===== src/sv/svcs_pkg.sv =====
`timescale 1ns / 1ps
// ----------------------------------------------------------------------------
// svcs_pkg
// shared types and constants of the stepper velocity command sequencer
// ----------------------------------------------------------------------------
package svcs_pkg;

  localparam int unsigned NumMotors = 2;
  localparam int unsigned PosBits   = 22;
  localparam int unsigned MotorW    = (NumMotors > 1) ? $clog2(NumMotors) : 1;

  typedef enum logic [1:0] {
    CFG_MIN_SPEED    = 2'd0,
    CFG_KICK_TIMEOUT = 2'd1,
    CFG_KICK_ENABLE  = 2'd2,
    CFG_MICROSTEPS   = 2'd3
  } cfg_idx_e;

  typedef enum logic [2:0] {
    MODE_STOPPED      = 3'd0,
    MODE_FWD          = 3'd1,
    MODE_REV          = 3'd2,
    MODE_FWD_STOPPING = 3'd3,
    MODE_REV_STOPPING = 3'd4
  } motor_mode_e;

  typedef enum logic [1:0] {
    CMD_NONE      = 2'd0,
    CMD_RUN       = 2'd1,
    CMD_SOFT_STOP = 2'd2
  } command_e;

  typedef enum logic [2:0] {
    ST_IDLE   = 3'd0,
    ST_MULT   = 3'd1,
    ST_DIV    = 3'd2,
    ST_UPDATE = 3'd3,
    ST_OUT    = 3'd4
  } ctrl_state_e;

  // controller to datapath
  typedef struct packed {
    logic load;     // capture input word
    logic mult;     // form products
    logic div_step; // one bit of both divisions
    logic update;   // state update and result capture
  } dp_cmd_t;

  // datapath to controller
  typedef struct packed {
    logic div_done;
  } dp_status_t;

endpackage


===== src/sv/stepper_velocity_command_sequencer.sv =====
`timescale 1ns / 1ps
// ----------------------------------------------------------------------------
// stepper_velocity_command_sequencer
// per-motor run/stop command sequencing from a requested angular rate
// ----------------------------------------------------------------------------
// One word at a time: a word for a valid motor passes capture, the multiply
// state, 52 steps of two bit-serial restoring dividers that step together and
// form speed and moved angle, and update, then waits out any output stall;
// the next word is taken in the cycle after the result leaves. A word for a
// motor index at or above the motor count is taken and gives no result.
module stepper_velocity_command_sequencer (
  input  logic        clk_i,
  input  logic        rst_ni,
  input  logic        cfg_we_i,
  input  logic [1:0]  cfg_index_i,
  input  logic [31:0] cfg_data_i,
  input  logic        in_valid_i,
  output logic        in_stall_o,
  input  logic [1:0]  motor_index_i,
  input  logic [31:0] angle_rate_i,
  input  logic [31:0] period_i,
  input  logic [15:0] speed_limit_i,
  input  logic [19:0] steps_per_degree_i,
  input  logic        driver_busy_i,
  input  logic [21:0] driver_position_i,
  output logic        out_valid_o,
  input  logic        out_stall_i,
  output logic [1:0]  command_o,
  output logic        direction_o,
  output logic [23:0] run_speed_o,
  output logic        kick_o,
  output logic [21:0] moved_microsteps_o,
  output logic [31:0] moved_angle_o,
  output logic [2:0]  motor_mode_out_o
);
  import svcs_pkg::*;

  dp_cmd_t    dp_cmd;
  dp_status_t dp_status;

  svcs_ctrl u_ctrl (
    .clk_i, .rst_ni, .in_valid_i,
    .in_motor_index_i (motor_index_i),
    .in_stall_o, .out_valid_o, .out_stall_i,
    .cmd_o    (dp_cmd),
    .status_i (dp_status)
  );

  svcs_dp u_dp (
    .clk_i, .rst_ni, .cfg_we_i, .cfg_index_i, .cfg_data_i,
    .motor_index_i, .angle_rate_i, .period_i, .speed_limit_i,
    .steps_per_degree_i, .driver_busy_i, .driver_position_i,
    .cmd_i    (dp_cmd),
    .status_o (dp_status),
    .command_o, .direction_o, .run_speed_o, .kick_o,
    .moved_microsteps_o, .moved_angle_o, .motor_mode_out_o
  );

endmodule


===== src/sv/svcs_ctrl.sv =====
`timescale 1ns / 1ps
// ----------------------------------------------------------------------------
// svcs_ctrl
// sequencing state machine and output handshake
// ----------------------------------------------------------------------------
module svcs_ctrl (
  input  logic                 clk_i,
  input  logic                 rst_ni,
  input  logic                 in_valid_i,
  input  logic [1:0]           in_motor_index_i,
  output logic                 in_stall_o,
  output logic                 out_valid_o,
  input  logic                 out_stall_i,
  output svcs_pkg::dp_cmd_t    cmd_o,
  input  svcs_pkg::dp_status_t status_i
);
  import svcs_pkg::*;

  ctrl_state_e state_q, state_d;
  logic        in_acc;
  logic        in_range;

  assign in_range = ({30'd0, in_motor_index_i} < NumMotors);
  assign in_acc   = in_valid_i && !in_stall_o;

  always_comb begin
    state_d = state_q;
    case (state_q)
      ST_IDLE:   if (in_acc && in_range) state_d = ST_MULT;
      ST_MULT:   state_d = ST_DIV;
      ST_DIV:    if (status_i.div_done) state_d = ST_UPDATE;
      ST_UPDATE: state_d = ST_OUT;
      ST_OUT:    if (!out_stall_i) state_d = ST_IDLE;
      default:   state_d = ST_IDLE;
    endcase
  end

  always_comb begin
    cmd_o       = '0;
    in_stall_o  = 1'b1;
    out_valid_o = 1'b0;
    case (state_q)
      ST_IDLE: begin
        in_stall_o = 1'b0;
        cmd_o.load = in_valid_i;
      end
      ST_MULT:   cmd_o.mult = 1'b1;
      ST_DIV:    cmd_o.div_step = 1'b1;
      ST_UPDATE: cmd_o.update = 1'b1;
      ST_OUT:    out_valid_o = 1'b1;
      default: ;
    endcase
  end

  always_ff @(posedge clk_i or negedge rst_ni) begin
    if (!rst_ni) begin
      state_q <= ST_IDLE;
    end else begin
      state_q <= state_d;
    end
  end

`ifndef SYNTHESIS
  a_out_only_in_out: assert property (@(posedge clk_i) disable iff (!rst_ni)
    out_valid_o |-> (state_q == ST_OUT)) else $error("valid outside output state");
  a_no_accept_busy: assert property (@(posedge clk_i) disable iff (!rst_ni)
    (state_q != ST_IDLE) |-> in_stall_o) else $error("input taken while busy");
  a_hold_result: assert property (@(posedge clk_i) disable iff (!rst_ni)
    (out_valid_o && out_stall_i) |=> out_valid_o) else $error("result dropped");
`endif

endmodule


===== src/sv/svcs_dp.sv =====
`timescale 1ns / 1ps
// ----------------------------------------------------------------------------
// svcs_dp
// speed and angle arithmetic, per-motor state, mode machine
// ----------------------------------------------------------------------------
module svcs_dp (
  input  logic                 clk_i,
  input  logic                 rst_ni,
  input  logic                 cfg_we_i,
  input  logic [1:0]           cfg_index_i,
  input  logic [31:0]          cfg_data_i,
  input  logic [1:0]           motor_index_i,
  input  logic [31:0]          angle_rate_i,
  input  logic [31:0]          period_i,
  input  logic [15:0]          speed_limit_i,
  input  logic [19:0]          steps_per_degree_i,
  input  logic                 driver_busy_i,
  input  logic [21:0]          driver_position_i,
  input  svcs_pkg::dp_cmd_t    cmd_i,
  output svcs_pkg::dp_status_t status_o,
  output logic [1:0]           command_o,
  output logic                 direction_o,
  output logic [23:0]          run_speed_o,
  output logic                 kick_o,
  output logic [21:0]          moved_microsteps_o,
  output logic [31:0]          moved_angle_o,
  output logic [2:0]           motor_mode_out_o
);
  import svcs_pkg::*;

  // configuration
  logic [23:0] min_speed_q;
  logic [31:0] kick_timeout_q;
  logic        kick_enable_q;
  logic [7:0]  usteps_q;

  always_ff @(posedge clk_i or negedge rst_ni) begin
    if (!rst_ni) begin
      min_speed_q    <= 24'd2560;
      kick_timeout_q <= 32'd327680;
      kick_enable_q  <= 1'b1;
      usteps_q       <= 8'd16;
    end else if (cfg_we_i) begin
      case (cfg_index_i)
        CFG_MIN_SPEED:    min_speed_q    <= cfg_data_i[23:0];
        CFG_KICK_TIMEOUT: kick_timeout_q <= cfg_data_i;
        CFG_KICK_ENABLE:  kick_enable_q  <= cfg_data_i[0];
        CFG_MICROSTEPS:   usteps_q       <= cfg_data_i[7:0];
        default: ;
      endcase
    end
  end

  // captured word
  logic [MotorW-1:0]  m_q;
  logic               rneg_q;
  logic [31:0]        rmag_q;
  logic [31:0]        period_q;
  logic [23:0]        cap_q;
  logic [19:0]        spd_q;
  logic               busy_q;
  logic [PosBits-1:0] pos_q;

  // per-motor state
  motor_mode_e        mode_q  [NumMotors];
  logic [PosBits-1:0] lastp_q [NumMotors];
  logic [31:0]        timer_q [NumMotors];

  // division registers
  logic [51:0] prod_q;      // speed dividend, quotient bits shift in
  logic [32:0] srem_q;
  logic [45:0] adiv_num_q;  // |delta| << 24
  logic [27:0] adiv_d_q;
  logic [27:0] arem_q;
  logic [5:0]  cnt_q;
  logic        dneg_q;
  logic [PosBits-1:0] delta_q;

  logic [PosBits-1:0] delta_w, dmag_w;
  logic [51:0] prod_w;
  assign delta_w = pos_q - lastp_q[m_q];
  assign dmag_w  = delta_w[PosBits-1] ? (~delta_w + 1'b1) : delta_w;
  assign prod_w  = {32'd0, spd_q} * {20'd0, rmag_q};

  // restoring division steps
  logic [32:0] s_try;
  logic [28:0] a_try;
  logic        s_ge, a_ge;
  logic [32:0] s_sh;
  assign s_sh  = {srem_q[31:0], prod_q[51]};
  assign s_ge  = (s_sh >= {1'b0, period_q});
  assign s_try = s_sh - {1'b0, period_q};
  logic [28:0] a_sh;
  assign a_sh  = {arem_q, adiv_num_q[45]};
  assign a_ge  = (a_sh >= {1'b0, adiv_d_q});
  assign a_try = a_sh - {1'b0, adiv_d_q};

  always_ff @(posedge clk_i) begin
    if (cmd_i.load) begin
      m_q      <= motor_index_i[MotorW-1:0];
      rneg_q   <= angle_rate_i[31];
      rmag_q   <= angle_rate_i[31] ? (~angle_rate_i + 1'b1) : angle_rate_i;
      period_q <= period_i;
      cap_q    <= {speed_limit_i, 8'd0};
      spd_q    <= steps_per_degree_i;
      busy_q   <= driver_busy_i;
      pos_q    <= driver_position_i[PosBits-1:0];
    end
    if (cmd_i.mult) begin
      prod_q     <= prod_w;
      srem_q     <= '0;
      adiv_num_q <= {dmag_w, 24'd0};
      adiv_d_q   <= {20'd0, usteps_q} * {8'd0, spd_q};
      arem_q     <= '0;
      cnt_q      <= '0;
      dneg_q     <= delta_w[PosBits-1];
      delta_q    <= delta_w;
    end
    if (cmd_i.div_step) begin
      cnt_q <= cnt_q + 6'd1;
      srem_q <= s_ge ? s_try : s_sh;
      prod_q <= {prod_q[50:0], s_ge};
      if (cnt_q < 6'd46) begin
        arem_q     <= a_ge ? a_try[27:0] : a_sh[27:0];
        adiv_num_q <= {adiv_num_q[44:0], a_ge};
      end
    end
  end

  assign status_o.div_done = (cnt_q == 6'd51);

  // update-stage logic; quotients are in prod_q and adiv_num_q after 52 steps
  logic        prod_nz_q;
  logic [51:0] pq;
  logic [23:0] speed_w;
  logic        fwd_w;
  always_ff @(posedge clk_i) if (cmd_i.mult) prod_nz_q <= (prod_w != '0);

  always_comb begin
    pq = prod_q;
    if (!prod_nz_q) speed_w = '0;
    else if (period_q == '0 || pq > {28'd0, cap_q}) speed_w = cap_q;
    else speed_w = pq[23:0];
  end
  assign fwd_w = !rneg_q && prod_nz_q;

  logic [31:0] angle_w;
  logic [45:0] aq;
  always_comb begin
    aq = adiv_num_q;
    if (adiv_d_q == '0) angle_w = '0;
    else if (dneg_q) angle_w = (aq > 46'h80000000) ? 32'h80000000 : (~aq[31:0] + 1'b1);
    else angle_w = (aq > 46'h7FFFFFFF) ? 32'h7FFFFFFF : aq[31:0];
  end

  motor_mode_e mode_nx;
  command_e    cmd_nx;
  always_comb begin
    mode_nx = mode_q[m_q];
    cmd_nx  = CMD_NONE;
    case (mode_q[m_q])
      MODE_STOPPED: begin
        cmd_nx = CMD_RUN; mode_nx = fwd_w ? MODE_FWD : MODE_REV;
      end
      MODE_FWD: begin
        if (fwd_w) cmd_nx = CMD_RUN;
        else begin cmd_nx = CMD_SOFT_STOP; mode_nx = MODE_FWD_STOPPING; end
      end
      MODE_REV: begin
        if (!fwd_w) cmd_nx = CMD_RUN;
        else begin cmd_nx = CMD_SOFT_STOP; mode_nx = MODE_REV_STOPPING; end
      end
      MODE_FWD_STOPPING, MODE_REV_STOPPING: if (!busy_q) mode_nx = MODE_STOPPED;
      default: ;
    endcase
  end

  logic        kick_w;
  logic [31:0] timer_nx;
  logic [32:0] tsum;
  assign tsum = {1'b0, timer_q[m_q]} + {1'b0, period_q};
  always_comb begin
    kick_w   = 1'b0;
    timer_nx = timer_q[m_q];
    if (kick_enable_q && speed_w != '0) begin
      if (speed_w < min_speed_q) begin
        if (timer_q[m_q] >= kick_timeout_q) begin
          kick_w = 1'b1; timer_nx = '0;
        end else timer_nx = tsum[32] ? 32'hFFFFFFFF : tsum[31:0];
      end else timer_nx = '0;
    end
  end

  always_ff @(posedge clk_i or negedge rst_ni) begin
    if (!rst_ni) begin
      for (int i = 0; i < NumMotors; i++) begin
        mode_q[i]  <= MODE_STOPPED;
        lastp_q[i] <= '0;
        timer_q[i] <= '0;
      end
    end else if (cmd_i.update) begin
      mode_q[m_q]  <= mode_nx;
      lastp_q[m_q] <= pos_q;
      timer_q[m_q] <= timer_nx;
    end
  end

  always_ff @(posedge clk_i) begin
    if (cmd_i.update) begin
      command_o          <= cmd_nx;
      direction_o        <= !fwd_w;
      run_speed_o        <= speed_w;
      kick_o             <= kick_w;
      moved_microsteps_o <= 22'(signed'(delta_q));
      moved_angle_o      <= angle_w;
      motor_mode_out_o   <= mode_nx;
    end
  end

`ifndef SYNTHESIS
  a_speed_capped: assert property (@(posedge clk_i) disable iff (!rst_ni)
    cmd_i.update |-> (speed_w <= cap_q)) else $error("speed above cap");
  a_kick_clears: assert property (@(posedge clk_i) disable iff (!rst_ni)
    (cmd_i.update && kick_w) |-> (timer_nx == '0)) else $error("kick without clear");
  a_div_bound: assert property (@(posedge clk_i) disable iff (!rst_ni)
    cmd_i.div_step |-> (cnt_q < 6'd52)) else $error("division overrun");
`endif

endmodule


===== config.mk =====
export PLATFORM = sky130hd
export DESIGN_NAME = stepper_velocity_command_sequencer
export DESIGN_NICKNAME = d
export VERILOG_FILES = /design/src/sv/svcs_pkg.sv /design/src/sv/stepper_velocity_command_sequencer.sv /design/src/sv/svcs_ctrl.sv /design/src/sv/svcs_dp.sv
export SDC_FILE = /design/constraint.sdc
export NUM_CORES = 2
export LEC_CHECK = 0
export ABC_AREA = 1
export BUFFER_PORTS_ARGS = -buffer_cell sky130_fd_sc_hd__clkbuf_2
export CORE_ASPECT_RATIO = 1.1
export CORE_MARGIN = 1.5
export CORE_UTILIZATION = 38
export DETAILED_ROUTE_END_ITERATION = 16
export SLEW_MARGIN = 0
export SYNTH_ARGS = -nofsm -noshare
export SYNTH_HDL_FRONTEND = slang
export SYNTH_SLANG_ARGS = --single-unit

===== constraint.sdc =====
create_clock -name clk_i -period 8.73 [get_ports clk_i]
set_clock_uncertainty 0.05 [all_clocks]
set_input_delay 1.3095 -clock clk_i [delete_from_list [all_inputs] [get_ports clk_i]]
set_output_delay 1.3095 -clock clk_i [all_outputs]
set_load 0.005 [all_outputs]

==> impl_metrics.toml <==
[status]
outcome = "complete, no violations"

[cells_and_area]
num-fill-cells = 16000
most-common-layout-cells = "nand2_1 (1,888), inv_1 (1,610), fa_1 (648)"
mostFrequentLayoutCell = "nand2_1"
syn_to_final_growth_pct = 10.1
multi_input_area_sq_mm = 0.0365
post-route-util = 0.421
finalNetCount = 8835
regArea_sq_mm = 0.0166
drive_above_1_share = 0.0695
final_area_sq_mm = 0.0664

[routing]
dr.pass1.iters = 7
ant_nets = 0
vias_per_cell = 4.98
drt_iter0_drc = 3337
post-route-drc-count = 0
post_drt_wl_per_cell_um = 17.4
drt-total-wl_mm = 170
vias = 48700

[clocking]
cts_resized = 0
cts-htree-levels = 3
path_clk_slew_ns = 0.06
cts_tree = "built"
cts_buffer_depth = 3
cts.sinks = 607
root_buffer = "clkbuf_16"
insertion_delay_ns = 0.71
cts_hold_buf = 0
cts_buffers = 74
post_cts_buffers = 0

[timing]
post-route-period-util = 0.952
worstMarginPinSlew_ns = 1.17
finalCriticalPeriod_ns = 8.31
setup_viol = 0
clock.fmax_mhz = 120
slew_headroom = 0.220
hold_viol = 0
drv_slew = 0
finalHoldWorstSlack_ns = 0.369
setup_tns_ns = 0
rsz0062_at_grt = "no"

[yosys]
syn_inst = 7523
ys.flop_type = "edfxtp_1"
netlist.area_leader.share = 0.215
yosysSeqAreaShare = 0.275
yosysWarningCount = 0
syn_area_sq_mm = 0.0603
synth-async-reset-ratio = 0.300
synth_fp_nets = 8733
postSynthAreaPerCell_sq_um = 8.01
yosys_register_bits = 607
synthTopCellsByArea = "fa_1 (22%), edfxtp_1 (17%), nand2_1 (12%)"
synth-edff-count = 351
synth_cell_types = 57
synth_top_cell_by_area = "fa_1"

[global_route]
grt_pass1_wl_mm = 275
gr-total-overflow = 0
grt_max_degree = 116
antenna_found_initial = 5
grt_usage = 0.214
grt_pass1_vias = 50900

[setup_path]
cp-start-kind = "register"
cp_max_fo = 19
endpoint_kind = "register"
arrival_ns = 8.70
required_ns = 9.12
worstSetupPathType = "register to register"

[place]
placed_cell_area_sq_mm = 0.0636
gp_congestion = 0.912
portBuffers = 250
dp_hpwl_mm = 133

[floorplan]
rows = 153
core_area_sq_mm = 0.158
start_util = 0.382
io_pins = 251
chipHeight_um = 421
dieArea_sq_mm = 0.161
die_w_um = 383

[hold_path]
hp-class = "register to register"

[run]
drv_cap = 0
==> synth_stat cells (21+ instances only) <==
cell / count
dfxtp_1: 74
nand4_1: 67
edfxtp_1: 351
xnor2_1: 75
o21ai_2: 21
nor4_1: 38
a21oi_1: 380
a21o_1: 27
nor2_1: 353
nand2_1: 1889
nor3_1: 49
ha_1: 398
o21ai_0: 440
inv_1: 1613
dfrtp_1: 176
fa_1: 648
a31oi_1: 39
nand3_1: 265
xor2_1: 112
clkbuf_1: 271
==> layout make-up <==
cell class | instances | share of cell area
repair buffers | 328 | 0.0278
inverters | 1619 | 0.0916
diodes | 2 | 0.0000754
clock inverters | 49 | 0.0109
well taps | 2092 | 0.0394
clock buffers | 88 | 0.0300
multi-input cells | 4995 | 0.550
flip-flops and latches | 607 | 0.250
==> critical path: stages (launching register included) <==
cell and delay (ns):
edfxtp_1 1.10, buf_4 0.43, nand2_1 0.12, fa_1 0.55, inv_1 0.06, fa_1 0.53
inv_1 0.05, fa_1 0.51, fa_1 0.45, fa_1 0.56, inv_1 0.06, fa_1 0.53
inv_1 0.05, fa_1 0.53, inv_1 0.05, ha_1 0.38, a21oi_1 0.21, o21a_1 0.19
o21ai_0 0.19, a311oi_1 0.61, nand3_1 0.28, xnor2_1 0.25, nand2_1 0.07, nor2_1 0.08
nand2_1 0.06, nor2_1 0.08, nand3_1 0.06
==> per-layer routing <==
metal | vias up | global-route usage | part of all wire
li1 | 23500 | - | -
met1 | 23600 | 0.273 | 0.43
met2 | 1313 | 0.375 | 0.49
met3 | 278 | 0.0305 | 0.054
met4 | 2 | 0.0670 | 0.030
met5 | - | 0 | 0.000076
==> flip-flops by register name (all words and copies together), names as in the netlist, 28 cells and up <==
name                 count
u_dp.kick_timeout_q     32
u_dp.period_q           32
u_dp.moved_angle_o      32
u_dp.arem_q             28
u_dp.adiv_num_q         46
u_dp.srem_q             32
u_dp.rmag_q             32
u_dp.lastp_q            44
u_dp.timer_q            64
u_dp.pq                 52
u_dp.adiv_d_q           28
==> stage by stage <==
step,cells,setup WS (ns)
after floorplan,7523,0.511
after global placement,9641,0.508
after detailed placement,9641,0.470
after CTS,9778,0.509
after global routing,9778,0.158
final,9780,0.418
==> path summary, 6_finish.rpt <==
| kind | start | endpoint | slack (ns) | cells past startpoint |
|---|---|---|---|---|
| hold reg to reg | u_dp.delta_q[6]$_DFFE_PP_ | u_dp.moved_microsteps_o[6]$_DFFE_PN_ | 0.37 | 0 |
| max in group asynchronous | rst_ni | u_dp.timer_q[4]$_DFFE_PN0P_ | 6.43 | 2 |
| setup / recovery | u_dp.spd_q[10]$_DFFE_PP_ | u_dp.prod_nz_q$_DFFE_PP_ | 0.42 | 26 |
| hold / removal | u_dp.delta_q[6]$_DFFE_PP_ | u_dp.moved_microsteps_o[6]$_DFFE_PN_ | 0.37 | 0 |
| setup reg to reg | u_dp.spd_q[10]$_DFFE_PP_ | u_dp.prod_nz_q$_DFFE_PP_ | 0.42 | 26 |
| min in group asynchronous | rst_ni | u_dp.mode_q[5]$_DFFE_PN0P_ | 0.71 | 1 |
==> cell families (layout without fill, tap and decap cells) <==
family                     count (synthesis)  count (layout)  share of synthesized area
adders and majority gates               1046            1046                      0.298
DFF                                      607             607                      0.275
AOI/OAI and AO/OA                       1015            1015                     0.0916
and+or+nand+nor                         2727            2727                      0.184
xor gates and xnor gates                 187             187                     0.0272
muxes                                     20              20                    0.00332
buffers and inverters                   1921            2084                      0.121
other                                      0               2                          0
Power is left out: the tool's default activity adds up to more than one toggle a clock period on the data nets, which glitch-free logic cannot reach.
